**config.mk**
```make
export PLATFORM = sky130hd
export DESIGN_NAME = color_key_rle_sprite_encoder_core
export DESIGN_NICKNAME = d
export VERILOG_FILES = /design/src/rtl/core/ckre_pkg.sv /design/src/rtl/core/ckre_span_mem.sv /design/src/rtl/core/color_key_rle_sprite_encoder_core.sv
export SDC_FILE = /design/constraint.sdc
export NUM_CORES = 1
export LEC_CHECK = 0
export ABC_CLOCK_PERIOD_IN_PS = 3100
export BUFFER_PORTS_ARGS = -buffer_cell sky130_fd_sc_hd__buf_2
export CORE_ASPECT_RATIO = 0.8
export CORE_MARGIN = 10
export CORE_UTILIZATION = 40
export CTS_CLUSTER_DIAMETER = 100
export DETAILED_ROUTE_END_ITERATION = 8
export PLACE_DENSITY = 0.59
export SYNTH_ARGS = -nofsm -noshare
export SYNTH_HDL_FRONTEND = slang
export SYNTH_HIERARCHICAL = 1
export SYNTH_SLANG_ARGS = --single-unit
export TNS_END_PERCENT = 30
```
**constraint.sdc**
```tcl
create_clock -name i_clk -period 3.1 [get_ports i_clk]
set_input_delay 0.155 -clock i_clk [delete_from_list [all_inputs] [get_ports i_clk]]
set_output_delay 0.155 -clock i_clk [all_outputs]
set_load 0.03 [all_outputs]
```
**src/rtl/core/ckre_pkg.sv**
```systemverilog
// shared types and constants for the color-key run-length sprite encoder
package ckre_pkg;

    // default largest literal span, in pixels
    localparam int MAX_SPAN_DEF = 62;

    // longest skip run carried in one code byte
    localparam logic [6:0] SKIP_LIMIT = 7'h7f;

    // bit 7 of a run code marks a literal span
    localparam logic OP_COPY = 1'b1;
    localparam logic OP_SKIP = 1'b0;

    // byte that closes every scanline
    localparam logic [7:0] EOL_CODE = 8'h00;

    // one input beat
    typedef struct packed {
        logic [7:0] pixel;
        logic       end_of_line;
    } t_in_item;

    // one output beat
    typedef struct packed {
        logic [7:0] code_byte;
        logic       last;
    } t_out_item;

endpackage

```
**src/rtl/core/ckre_span_mem.sv**
```systemverilog
// span pixel buffer: one write port, one read port with registered data
module ckre_span_mem
    import ckre_pkg::*;
#(
    parameter int DEPTH = MAX_SPAN_DEF,
    parameter int AW    = (DEPTH > 1) ? $clog2(DEPTH) : 1
) (
    input  logic          i_clk,
    input  logic          i_we,
    input  logic [AW-1:0] i_waddr,
    input  logic [7:0]    i_wdata,
    input  logic [AW-1:0] i_raddr,
    output logic [7:0]    o_rdata
);

    logic [7:0] r_mem [DEPTH];
    logic [7:0] r_rdata;

    // write port
    always_ff @(posedge i_clk) begin
        if (i_we) begin
            r_mem[i_waddr] <= i_wdata;
        end
    end

    // read port, data appears the cycle after the address is presented
    always_ff @(posedge i_clk) begin
        r_rdata <= r_mem[i_raddr];
    end

    assign o_rdata = r_rdata;

endmodule

```
**src/rtl/core/color_key_rle_sprite_encoder_core.sv**
```systemverilog
// color-key run-length sprite encoder: sequencer, output register and span buffer
// The core takes no new pixel until its sequencer is back in S_IDLE; each buffered
// pixel of a span flush is read, then emitted, through the single read port of the
// span buffer.
// Reset (i_rst_n low, synchronous): color key, counts, state and output valid clear.
module color_key_rle_sprite_encoder_core
    import ckre_pkg::*;
#(
    parameter int MAX_SPAN = MAX_SPAN_DEF
) (
    input  logic      i_clk,
    input  logic      i_rst_n,
    // configuration
    input  logic      i_cfg_valid,
    output logic      o_cfg_ready,
    input  logic [7:0] i_cfg_data,
    // pixel input
    input  logic      i_in_valid,
    output logic      o_in_ready,
    input  t_in_item  i_in,
    // code output
    output logic      o_out_valid,
    input  logic      i_out_ready,
    output t_out_item o_out
);

    localparam int AW = (MAX_SPAN > 1) ? $clog2(MAX_SPAN) : 1;
    localparam int CW = $clog2(MAX_SPAN + 1);

    typedef enum logic [2:0] {
        S_IDLE,
        S_START,
        S_SKIP,
        S_OPQ,
        S_HDR,
        S_RD,
        S_DAT,
        S_KEY
    } t_state;

    // the eol byte is reached from S_KEY or S_DAT via this extra state
    typedef enum logic {
        E_NONE,
        E_PEND
    } t_eol_state;

    t_state        r_state, n_state;
    t_eol_state    r_eol_st, n_eol_st;
    logic [7:0]    r_color_key, n_color_key;
    logic          r_eol, n_eol;
    logic          r_key, n_key;
    logic [CW-1:0] r_span, n_span;
    logic [6:0]    r_skip, n_skip;
    logic [AW-1:0] r_idx, n_idx;
    logic          r_out_valid, n_out_valid;
    t_out_item     r_out, n_out;

    logic          slot_free;
    logic          mem_we;
    logic [7:0]    mem_rdata;
    logic          after_last;

    ckre_span_mem #(
        .DEPTH (MAX_SPAN),
        .AW    (AW)
    ) u_span_mem (
        .i_clk   (i_clk),
        .i_we    (mem_we),
        .i_waddr (r_span[AW-1:0]),
        .i_wdata (i_in.pixel),
        .i_raddr (r_idx),
        .o_rdata (mem_rdata)
    );

    assign slot_free = !r_out_valid || i_out_ready;
    assign mem_we    = (r_state == S_IDLE) && i_in_valid && (i_in.pixel != r_color_key);
    // nothing follows the last span pixel unless a skip overflow or line end comes
    assign after_last = !(r_eol || (r_key && (r_skip == SKIP_LIMIT)));

    // sequencer next state
    always_comb begin
        n_state     = r_state;
        n_eol_st    = r_eol_st;
        n_color_key = r_color_key;
        n_eol       = r_eol;
        n_key       = r_key;
        n_span      = r_span;
        n_skip      = r_skip;
        n_idx       = r_idx;
        n_out_valid = r_out_valid && !i_out_ready;
        n_out       = r_out;

        if (i_cfg_valid) begin
            n_color_key = i_cfg_data;
        end

        if (r_eol_st == E_PEND) begin
            // closing zero code of the scanline
            if (slot_free) begin
                n_out_valid = 1'b1;
                n_out       = '{code_byte: EOL_CODE, last: 1'b1};
                n_skip      = '0;
                n_eol_st    = E_NONE;
                n_state     = S_IDLE;
            end
        end else begin
            case (r_state)
                S_IDLE: begin
                    if (i_in_valid) begin
                        n_eol   = i_in.end_of_line;
                        n_key   = (i_in.pixel == r_color_key);
                        n_state = S_START;
                    end
                end
                S_START: begin
                    if (r_key) begin
                        n_state = (r_span != '0) ? S_HDR : S_KEY;
                    end else begin
                        n_state = (r_skip != '0) ? S_SKIP : S_OPQ;
                    end
                end
                S_SKIP: begin
                    if (slot_free) begin
                        n_out_valid = 1'b1;
                        n_out       = '{code_byte: {OP_SKIP, r_skip},
                                        last: (r_span != CW'(MAX_SPAN - 1)) && !r_eol};
                        n_skip      = '0;
                        n_state     = S_OPQ;
                    end
                end
                S_OPQ: begin
                    // pixel was written at accept
                    n_span = r_span + CW'(1);
                    if ((r_span == CW'(MAX_SPAN - 1)) || r_eol) begin
                        n_state = S_HDR;
                    end else begin
                        n_state = S_IDLE;
                    end
                end
                S_HDR: begin
                    if (slot_free) begin
                        n_out_valid = 1'b1;
                        n_out       = '{code_byte: {OP_COPY, 7'(r_span)}, last: 1'b0};
                        n_idx       = '0;
                        n_state     = S_RD;
                    end
                end
                S_RD: begin
                    n_state = S_DAT;
                end
                S_DAT: begin
                    if (slot_free) begin
                        n_out_valid = 1'b1;
                        if ((CW'(r_idx) + CW'(1)) == r_span) begin
                            n_out  = '{code_byte: mem_rdata, last: after_last};
                            n_span = '0;
                            if (r_key) begin
                                n_state = S_KEY;
                            end else if (r_eol) begin
                                n_eol_st = E_PEND;
                            end else begin
                                n_state = S_IDLE;
                            end
                        end else begin
                            n_out   = '{code_byte: mem_rdata, last: 1'b0};
                            n_idx   = r_idx + AW'(1);
                            n_state = S_RD;
                        end
                    end
                end
                S_KEY: begin
                    if (r_skip == SKIP_LIMIT) begin
                        // skip overflow, emit a full run and restart at one
                        if (slot_free) begin
                            n_out_valid = 1'b1;
                            n_out       = '{code_byte: {OP_SKIP, SKIP_LIMIT}, last: !r_eol};
                            n_skip      = 7'd1;
                            if (r_eol) begin
                                n_eol_st = E_PEND;
                            end else begin
                                n_state = S_IDLE;
                            end
                        end
                    end else begin
                        n_skip = r_skip + 7'd1;
                        if (r_eol) begin
                            n_eol_st = E_PEND;
                        end else begin
                            n_state = S_IDLE;
                        end
                    end
                end
                default: begin
                    n_state = S_IDLE;
                end
            endcase
        end
    end

    // state and registered outputs
    always_ff @(posedge i_clk) begin
        if (!i_rst_n) begin
            r_state     <= S_IDLE;
            r_eol_st    <= E_NONE;
            r_color_key <= '0;
            r_span      <= '0;
            r_skip      <= '0;
            r_out_valid <= 1'b0;
        end else begin
            r_state     <= n_state;
            r_eol_st    <= n_eol_st;
            r_color_key <= n_color_key;
            r_span      <= n_span;
            r_skip      <= n_skip;
            r_out_valid <= n_out_valid;
        end
        r_eol <= n_eol;
        r_key <= n_key;
        r_idx <= n_idx;
        r_out <= n_out;
    end

    assign o_cfg_ready = 1'b1;
    assign o_in_ready  = (r_state == S_IDLE) && (r_eol_st == E_NONE);
    assign o_out_valid = r_out_valid;
    assign o_out       = r_out;

endmodule

```
== Yosys cells after proc, flatten, opt, wreduce, memory -nomap -nowiden ==
Memories as Yosys holds them, arrays and structs flattened. A register that Yosys moved wholly into a read port is not among the register bits.
Index checks and enable logic that the tools add are counted.
Word-level totals
  output and inout port bits: 12
  logic and storage cells: 119
  register bits after elaboration: 43
  memories kept: 1
  bits in writable memories: 496
  input bits: 22
Memories
  u_span_mem.r_mem: depth 62, width 8, read ports 1, clocked after Yosys merged registers in 1, write ports 1, line ckre_span_mem.sv:16  | logic [7:0] r_mem [DEPTH];
Operators by class
  bitwise gates (word level): 1
  add/sub/neg operators: 3
  equality and inequality tests: 24
  reductions and logical operators: 27
  multiplexer cells: 52
Operator list (count)
  2-to-1 mux 9 bit: 7
  2-to-1 mux 3 bit: 13
  one-hot mux 9 bit (4 select lines): 1
  2-to-1 mux 6 bit: 5
  2-to-1 mux 7 bit: 4
  one-hot mux 3 bit (8 select lines): 1
  one-hot mux 6 bit (2 select lines): 2
  2-to-1 mux 1 bit: 15
  one-hot mux 7 bit (2 select lines): 1
  adder 6 x 1 -> 6 bit (second input constant): 2
  == test 3 bit (second input constant): 4
  inequality test 2 bit (second input constant): 6
  inequality test 3 bit (second input constant): 3
  == test 8 bit: 1
  inequality test 8 bit: 1
  adder 7 x 1 -> 7 bit (second input constant): 1
  == test 7 bit (second input constant): 1
  AND reduction 7 bit: 1
  nonzero test 7 bit: 1
  == test 3 x 2 -> 1 bit (second input constant): 2
  == test 6 bit: 1
  == test 6 bit (second input constant): 1
  logical AND 1 bit: 6
  inequality test 6 bit (second input constant): 1
  19 further kinds: 26

== Logic depth before layout (Yosys ltp) ==
Gate-level depths: netlist of run 1.
  depth in word-level cells: 8
  gate-level depth with buffers: 9
  gate-level depth less buffers: 7

== Cells and area by module ==
The synthesis of run 1 kept the hierarchy.
Modules (own cells, without submodules)
  ckre_span_mem: cells an instance 947, sequential area each 15054.4 sq um, area an instance 19737.7 sq um, times used 1
  color_key_rle_sprite_encoder_core: cells an instance 282, sequential area each 1031.0 sq um, area an instance 2511.2 sq um, times used 1

== Worst setup path before layout of run 1 ==
No wires, ideal clock.
  kind: reg2reg
  start: reg r_state[1]
  end: mem u_span_mem.r_mem[34][0] (enable)
  required time: 2.717 ns
  clock period less this slack: 2.717 ns
  arrival: 2.334 ns
  slack: 0.383 ns
  setup time: 0.383 ns
  cell stages (with the launch flop): 9
  path through: dfxtp_1 > clkbuf_1 > clkbuf_1 > nor3_1 > nand2_1 > nor2_1 > nor4bb_1 > nand2_1 > nor3_1
Between the ends
  word-level cells in the longest chain between the ends: 5
Ends and longest elaborated chain
  start: declaration: line color_key_rle_sprite_encoder_core.sv:47  | t_state r_state, n_state;
  start signal: assignment: line color_key_rle_sprite_encoder_core.sv:210  | r_state <= n_state;
  zero test 3 bit: line color_key_rle_sprite_encoder_core.sv:76  | assign mem_we = (r_state == S_IDLE) && i_in_valid && (i_in.pixel != r_color_key);
  logical AND 1 bit (2 in a row): line color_key_rle_sprite_encoder_core.sv:76
  net mem_we: line color_key_rle_sprite_encoder_core.sv:59  | logic mem_we;
  2-to-1 mux 1 bit: line ckre_span_mem.sv:21  | if (i_we) begin
  2-to-1 mux 1 bit (not written as such): line ckre_span_mem.sv:22  | r_mem[i_waddr] <= i_wdata;
  end: declaration: line ckre_span_mem.sv:16
The timed path passes the listed nets, and every way through them passes these cells.

==> metrics.yaml, run 1 <==
outcome: "completed"
crit_chain: "buf_12, buf_12, mux4_1, mux4_2, o22ai_1, nor2_1"
die_h_um: 231
synth_top_flop_cell: "edfxtp_1"
intPower_mw: 12.0
arrival_ps: 3220
avgSynthCellArea_um2: 18.1
syn_inst: 1229
grt_pass1_wl_mm: 81.8
final_max_slew_viol_count: 0
grt_max_degree: 63
core_um2: 55100
yosysTopAreaCell: "edfxtp_1"
cp_common_cell: "buf_12"
setup_ws_ps: 315
power.leakage_nw: 8.38
fin_skew_ps: 16.1
vias: 11900
peakVddDrop_mv: 0.305
grt_antenna_before_repair: 1
r2r_slack_ps: 320
die_area_um2: 65500
critPathLaunchType: "register"
worstReg2RegEnd: "u_span_mem/o_rdata[6]"
ys_warn_count: 6
setup.worst_path.start: "r_idx[0]"
reg2reg_depth: 6
swShare_pct: 20.4
synth_area_leaders: "edfxtp_1, mux4_2, dfxtp_1"
seq_power_share_pct: 54.0
nets: 1395
via_per_inst: 5.53
hold_buffers: 14
hold_viol_final: 0
first_iter_violations: 1526
p_total_mw: 15.1
synth_most_common_cell: "edfxtp_1"
post_cts_buffers: 0
start_util_pct: 40.4
wirelength_mm: 54.9
fin_area_um2: 25700
ys_ff_latch: 547
netlist_top_cells_count: "edfxtp_1, nor2_1, mux4_2"
path_max_fanout: 32
synth_area_um2: 22200
grt_use_total_pct: 16.6
min_path_type: "input port to register"
p_sw_mw: 3.07
netlist.area_leader.share_pct: 69.2
rows: 77
ios: 34
dp.cells: 2047
seq_area_frac_synth_pct: 72.3
routabilityCongestion: 0.816
antenna_left: 0
rsz0062_at_grt: "no"
layout_min_cycle_time_ps: 2780
crit_type: "register to register"
crit_required_ps: 3540
port-buffer-count: 32
die_x_um: 284
cts_root_buffer: "clkbuf_16"
hold_ws_ps: 34.4
clock_latency_ps: 590
detail_route.first_pass.iterations: 5
grt.busiest_layer: "met1"
maxSlewHeadroom_pct: 51.7
setup_viol: 0
fin_setup_tns_ps: 0
comb_power_share_pct: 3.2
clkPwrFrac_pct: 42.8
first_global_vias: 11900
end_kind: "register"
worst_pin_slew_ps: 724
globalRouteMet2Util_pct: 23.9
cts_resized: 0
reg2reg_from: "r_idx[0]"
dp_slack_ps: 355
post_drt_wl_per_cell_um: 25.4
async_flop_share_pct: 0
areaGrowthSynthToFinish_pct: 15.4
regArea_um2: 16100
fillCellCount: 4686
drive_gt1_share_pct: 23.2
gr-usage-met1_pct: 25.0
slowest_stage: "mux4_1"
max_freq_ghz: 0.359
crit_path_end: "u_span_mem/o_rdata[6]"
yosys.cell_types.count: 66
cts_tree: "yes"
gr-total-overflow: 0
postPlaceCellArea_um2: 23800
clk_path_buf_depth: 3
cp_slowest_stage_delay_ps: 640
htree_levels: 2
clk_pin_slew_worst_paths_ps: 60
stdcell_count: 2159
multi_input_area_um2: 5750
synth_fp_nets: 1257
use_met3_pct: 3.96
cts.sinks: 547
final_util_pct: 46.6
maxCapViolations: 0
synth_edf_count: 513
min_from: "i_cfg_valid"
cts_buffers: 53
drcViolationCount: 0
dp_hpwl_mm: 35.6
power_per_cell_area_nw_per_um2: 586
period_share_pct: 89.8
==> worst max-delay path, delay by kind of cell (launching register included) <==
| family | cells | cell delay, ps |
|---|---|---|
| buffers and inverters | 2 | 420 |
| muxes | 2 | 1180 |
| DFF | 1 | 500 |
| and+or+nand+nor | 1 | 160 |
| AOI/OAI and AO/OA | 1 | 330 |
==> flip-flops by register name, indices dropped and copies added (netlist names) <==
name and cells:
o_out 9, o_out_valid 1, r_state 3, r_idx 6
r_eol_st 1, r_span 6, u_span_mem/o_rdata 8, r_color_key 8
u_span_mem/r_mem 496, r_key 1, r_skip 7, r_eol 1
==> final cells by class <==
| class | count | share of cell area (%) |
|---|---|---|
| clock inverters | 31 | 1.18 |
| clock buffers | 65 | 5.51 |
| inverters | 12 | 0.175 |
| diodes | 1 | 0.00975 |
| multi-input cells | 607 | 22.4 |
| repair buffers | 146 | 4.44 |
| well taps | 750 | 3.65 |
| flip-flops and latches | 547 | 62.6 |
==> power by group through the flow <==
stage / clock network, mW / registers (mW) / logic, mW
floorplan: 0 / 8.29 / 0.217
global placement: 0 / 8.29 / 0.464
detailed placement: 0 / 8.29 / 0.471
CTS: 6.58 / 8.13 / 0.487
global route: 6.90 / 8.13 / 0.524
finish: 6.45 / 8.13 / 0.482
==> how the worst min path moves through the flow <==
| stage | endpoint | depth (start not counted) |
|---|---|---|
| 6_report | r_color_key[7] | 3 |
| 5_1_grt | r_color_key[0] | 3 |
| 4_1_cts | u_span_mem/r_mem[35][3] | 1 |
| 3_5_place_dp | r_eol | 1 |
| 3_3_place_gp | r_eol | 1 |
| 2_1_floorplan | r_eol | 0 |
==> layout by cell type, fill, tap and decap left out, drive strengths merged, types with 13 or more instances in the layout <==
| cell type | count |
|---|---|
| mux2i | 61 |
| nand2 | 42 |
| dfxtp | 34 |
| o22ai | 24 |
| nand2b | 14 |
| nor2b | 17 |
| nor2 | 115 |
| nand3 | 22 |
| buf | 131 |
| inv | 13 |
| mux4 | 111 |
| o21ai | 27 |
| mux2 | 15 |
| dlygate4sd3 | 15 |
| xnor2 | 16 |
| clkbuf | 65 |
| a21oi | 23 |
| clkinv | 22 |
| edfxtp | 513 |
==> layer usage <==
layer	vias to the layer above	share of wire [%]
li1	5217	-
met1	6137	46
met2	497	43
met3	80	8.5
met4	0	2.1
met5	-	0
==> kinds of logic (layout without fill, tap and decap cells) <==
group | after synthesis | after routing | share of synthesized area, %
flip-flops | 547 | 547 | 72.3
AO/OA/AOI/OAI | 127 | 127 | 3.81
AND/OR/NAND/NOR | 261 | 261 | 5.56
XOR/XNOR | 25 | 25 | 1.05
other | 1 | 2 | 0.0169
multiplexers | 187 | 187 | 15.0
adder cells (fa/ha/maj) | 6 | 6 | 0.337
buffers and inverters | 75 | 254 | 1.88
No activity file was read; power rests on OpenSTA's default activity.
==> run 2: changes to the inputs <==
- ABC_AREA: unset -> 1
==> run 2 against run 1 <==
Against the previous run:
- non-clock buffer count up 2
- critical path type unchanged
- global-route usage is 1.3 points higher
- flip-flop and latch count did not move
- critical path depth rose by 2
- routed wire length up 13%
==> metrics.yaml, run 2 <==
regArea_um2: 16100
n_antenna_cell: 0
worst_pin_slew_ps: 851
peakVddDrop_mv: 0.508
post_drt_wl_per_cell_um: 20.6
final_util_pct: 46.2
multi_input_area_um2: 6170
final_max_slew_viol_count: 0
synth_area_leaders: "edfxtp_1, nand2_1, nand3_1"
synth_compound_area_share_pct: 1.64
yosysTopAreaCell: "edfxtp_1"
hold_ws_ps: 36.3
period_share_pct: 87.7
p_sw_mw: 3.36
yosys.cell_types.count: 35
maxCapViolations: 0
antenna_left: 0
synth_area_um2: 23100
cts_root_buffer: "clkbuf_16"
setup_viol: 0
post_cts_buffers: 0
crit_required_ps: 3440
synth_most_common_cell: "nand2_1"
layout_min_cycle_time_ps: 2720
synth-adder-area-share_pct: 0.325
synth_xor_area_share_pct: 0.492
port-buffer-count: 32
core_um2: 57000
fin_setup_tns_ps: 0
fin_area_um2: 26300
final_cell_mix: "nand2_1, edfxtp_1, nand3_1"
via_per_inst: 5.33
wirelength_mm: 61.9
first_iter_violations: 1992
min_path_type: "input port to register"
rsz0062_at_grt: "no"
dp_hpwl_mm: 37.9
swShare_pct: 22.0
yosys.area_share.simple_pct: 24.2
die_x_um: 289
first_global_vias: 15400
synth_fp_nets: 2145
ys_ff_latch: 547
die_area_um2: 67900
synth_top_flop_cell: "edfxtp_1"
routabilityCongestion: 0.894
outcome: "completed"
die_h_um: 235
seq_power_share_pct: 53.4
vias: 16000
netlist.area_leader.share_pct: 66.6
path_max_fanout: 10
intPower_mw: 11.9
regMostFlops: "u_span_mem/r_mem"
maxSlewHeadroom_pct: 43.0
areaGrowthSynthToFinish_pct: 13.9
drcViolationCount: 0
grt_use_total_pct: 17.9
layout_commonest_cell: "nand2_1"
critPathLaunchType: "register"
htree_levels: 2
netlist_top_cells_count: "nand2_1, edfxtp_1, nand3_1"
hold_viol_final: 0
grt_antenna_before_repair: 0
synth_top_family_by_area: "simple AND/OR/NAND/NOR gates"
largest_register_ff_count: 496
max_freq_ghz: 0.368
crit_type: "register to register"
nets: 2233
clock_latency_ps: 600
grt_pass1_wl_mm: 94.5
rows: 78
syn_inst: 2117
ys_warn_count: 6
detail_route.first_pass.iterations: 6
comb_power_share_pct: 4.8
clkPwrFrac_pct: 41.9
end_kind: "register"
power.leakage_nw: 9.66
power_per_cell_area_nw_per_um2: 580
cts.sinks: 547
gr-total-overflow: 0
arrival_ps: 3050
avgSynthCellArea_um2: 10.9
fillCellCount: 5214
synth_edf_count: 513
async_flop_share_pct: 0
start_util_pct: 40.6
fin_skew_ps: 23.1
ios: 34
postPlaceCellArea_um2: 24400
cts_tree: "yes"
clk_path_buf_depth: 3
drive_gt1_share_pct: 9.96
cts_resized: 0
seq_area_frac_synth_pct: 69.6
cts_buffers: 52
synthMuxAreaShare_pct: 0
clk_pin_slew_worst_paths_ps: 60
grt_max_degree: 119
## run 2: repair_timing
item,CTS,global route
endpoints found under the hold margin,14,0
hold buffers,19,0
setup endpoints to repair,0,0
## run 2: routing by layer
layer  up-vias  part of all wire (%)  global-route usage, %
met4         2                   1.9                   3.97
met5         -                  0.10                  0.735
met3        84                   9.6                   3.87
met1      7763                    45                   26.5
met2       640                    44                   26.5
li1       7537                     -                      -
## run 2: kinds of logic after synthesis
logic type | Yosys count
fa+ha+maj | 6
buf+inv | 178
other cells | 1
flops | 547
compound gates | 68
xor+xnor | 13
simple gates | 1304
## run 2: worst max-delay path, cell delays in order (launching register included)
cell and delay (ps):
dfxtp_1 330, xnor2_1 520, nand4_1 360, nor2_1 230
nor3_1 80, buf_4 180, nand2_1 350, nor2_1 200
buf_4 220
## run 2: area by class of cell
| type | instances | share of cell area [%] |
|---|---|---|
| Inverter | 64 | 0.940 |
| Tap cell | 760 | 3.61 |
| Sequential cell | 547 | 61.1 |
| Clock inverter | 36 | 1.43 |
| Multi-Input combinational cell | 1392 | 23.4 |
| Timing Repair Buffer | 148 | 4.47 |
| Clock buffer | 62 | 5.08 |
## run 2: power groups by stage
stage          registers [mW]  logic [mW]  clock network [mW]
3_3_place_gp             8.31       0.698                   0
3_5_place_dp             8.31       0.704                   0
4_1_cts                  8.15       0.726                6.52
6_report                 8.15       0.731                6.39
5_1_grt                  8.15       0.801                6.84
2_1_floorplan            8.31       0.368                   0
## run 2: path summary, 6_finish.rpt
kind | end | slack (ps) | cells after the start | startpoint
max | u_span_mem/r_mem[53][7] | 380 | 8 | r_color_key[5]
min | r_key | 40 | 3 | i_in_valid
max reg2reg | u_span_mem/r_mem[53][7] | 380 | 8 | r_color_key[5]
min reg2reg | r_skip[6] | 540 | 2 | r_skip[6]
## run 2: through the flow
stage	setup WS, ps	cells	total power, mW
floorplan	435	2117	8.67
global placement	501	2892	9.00
detailed placement	432	2892	9.01
CTS	426	3009	15.4
global route	276	3009	15.8
finish	382	3009	15.3
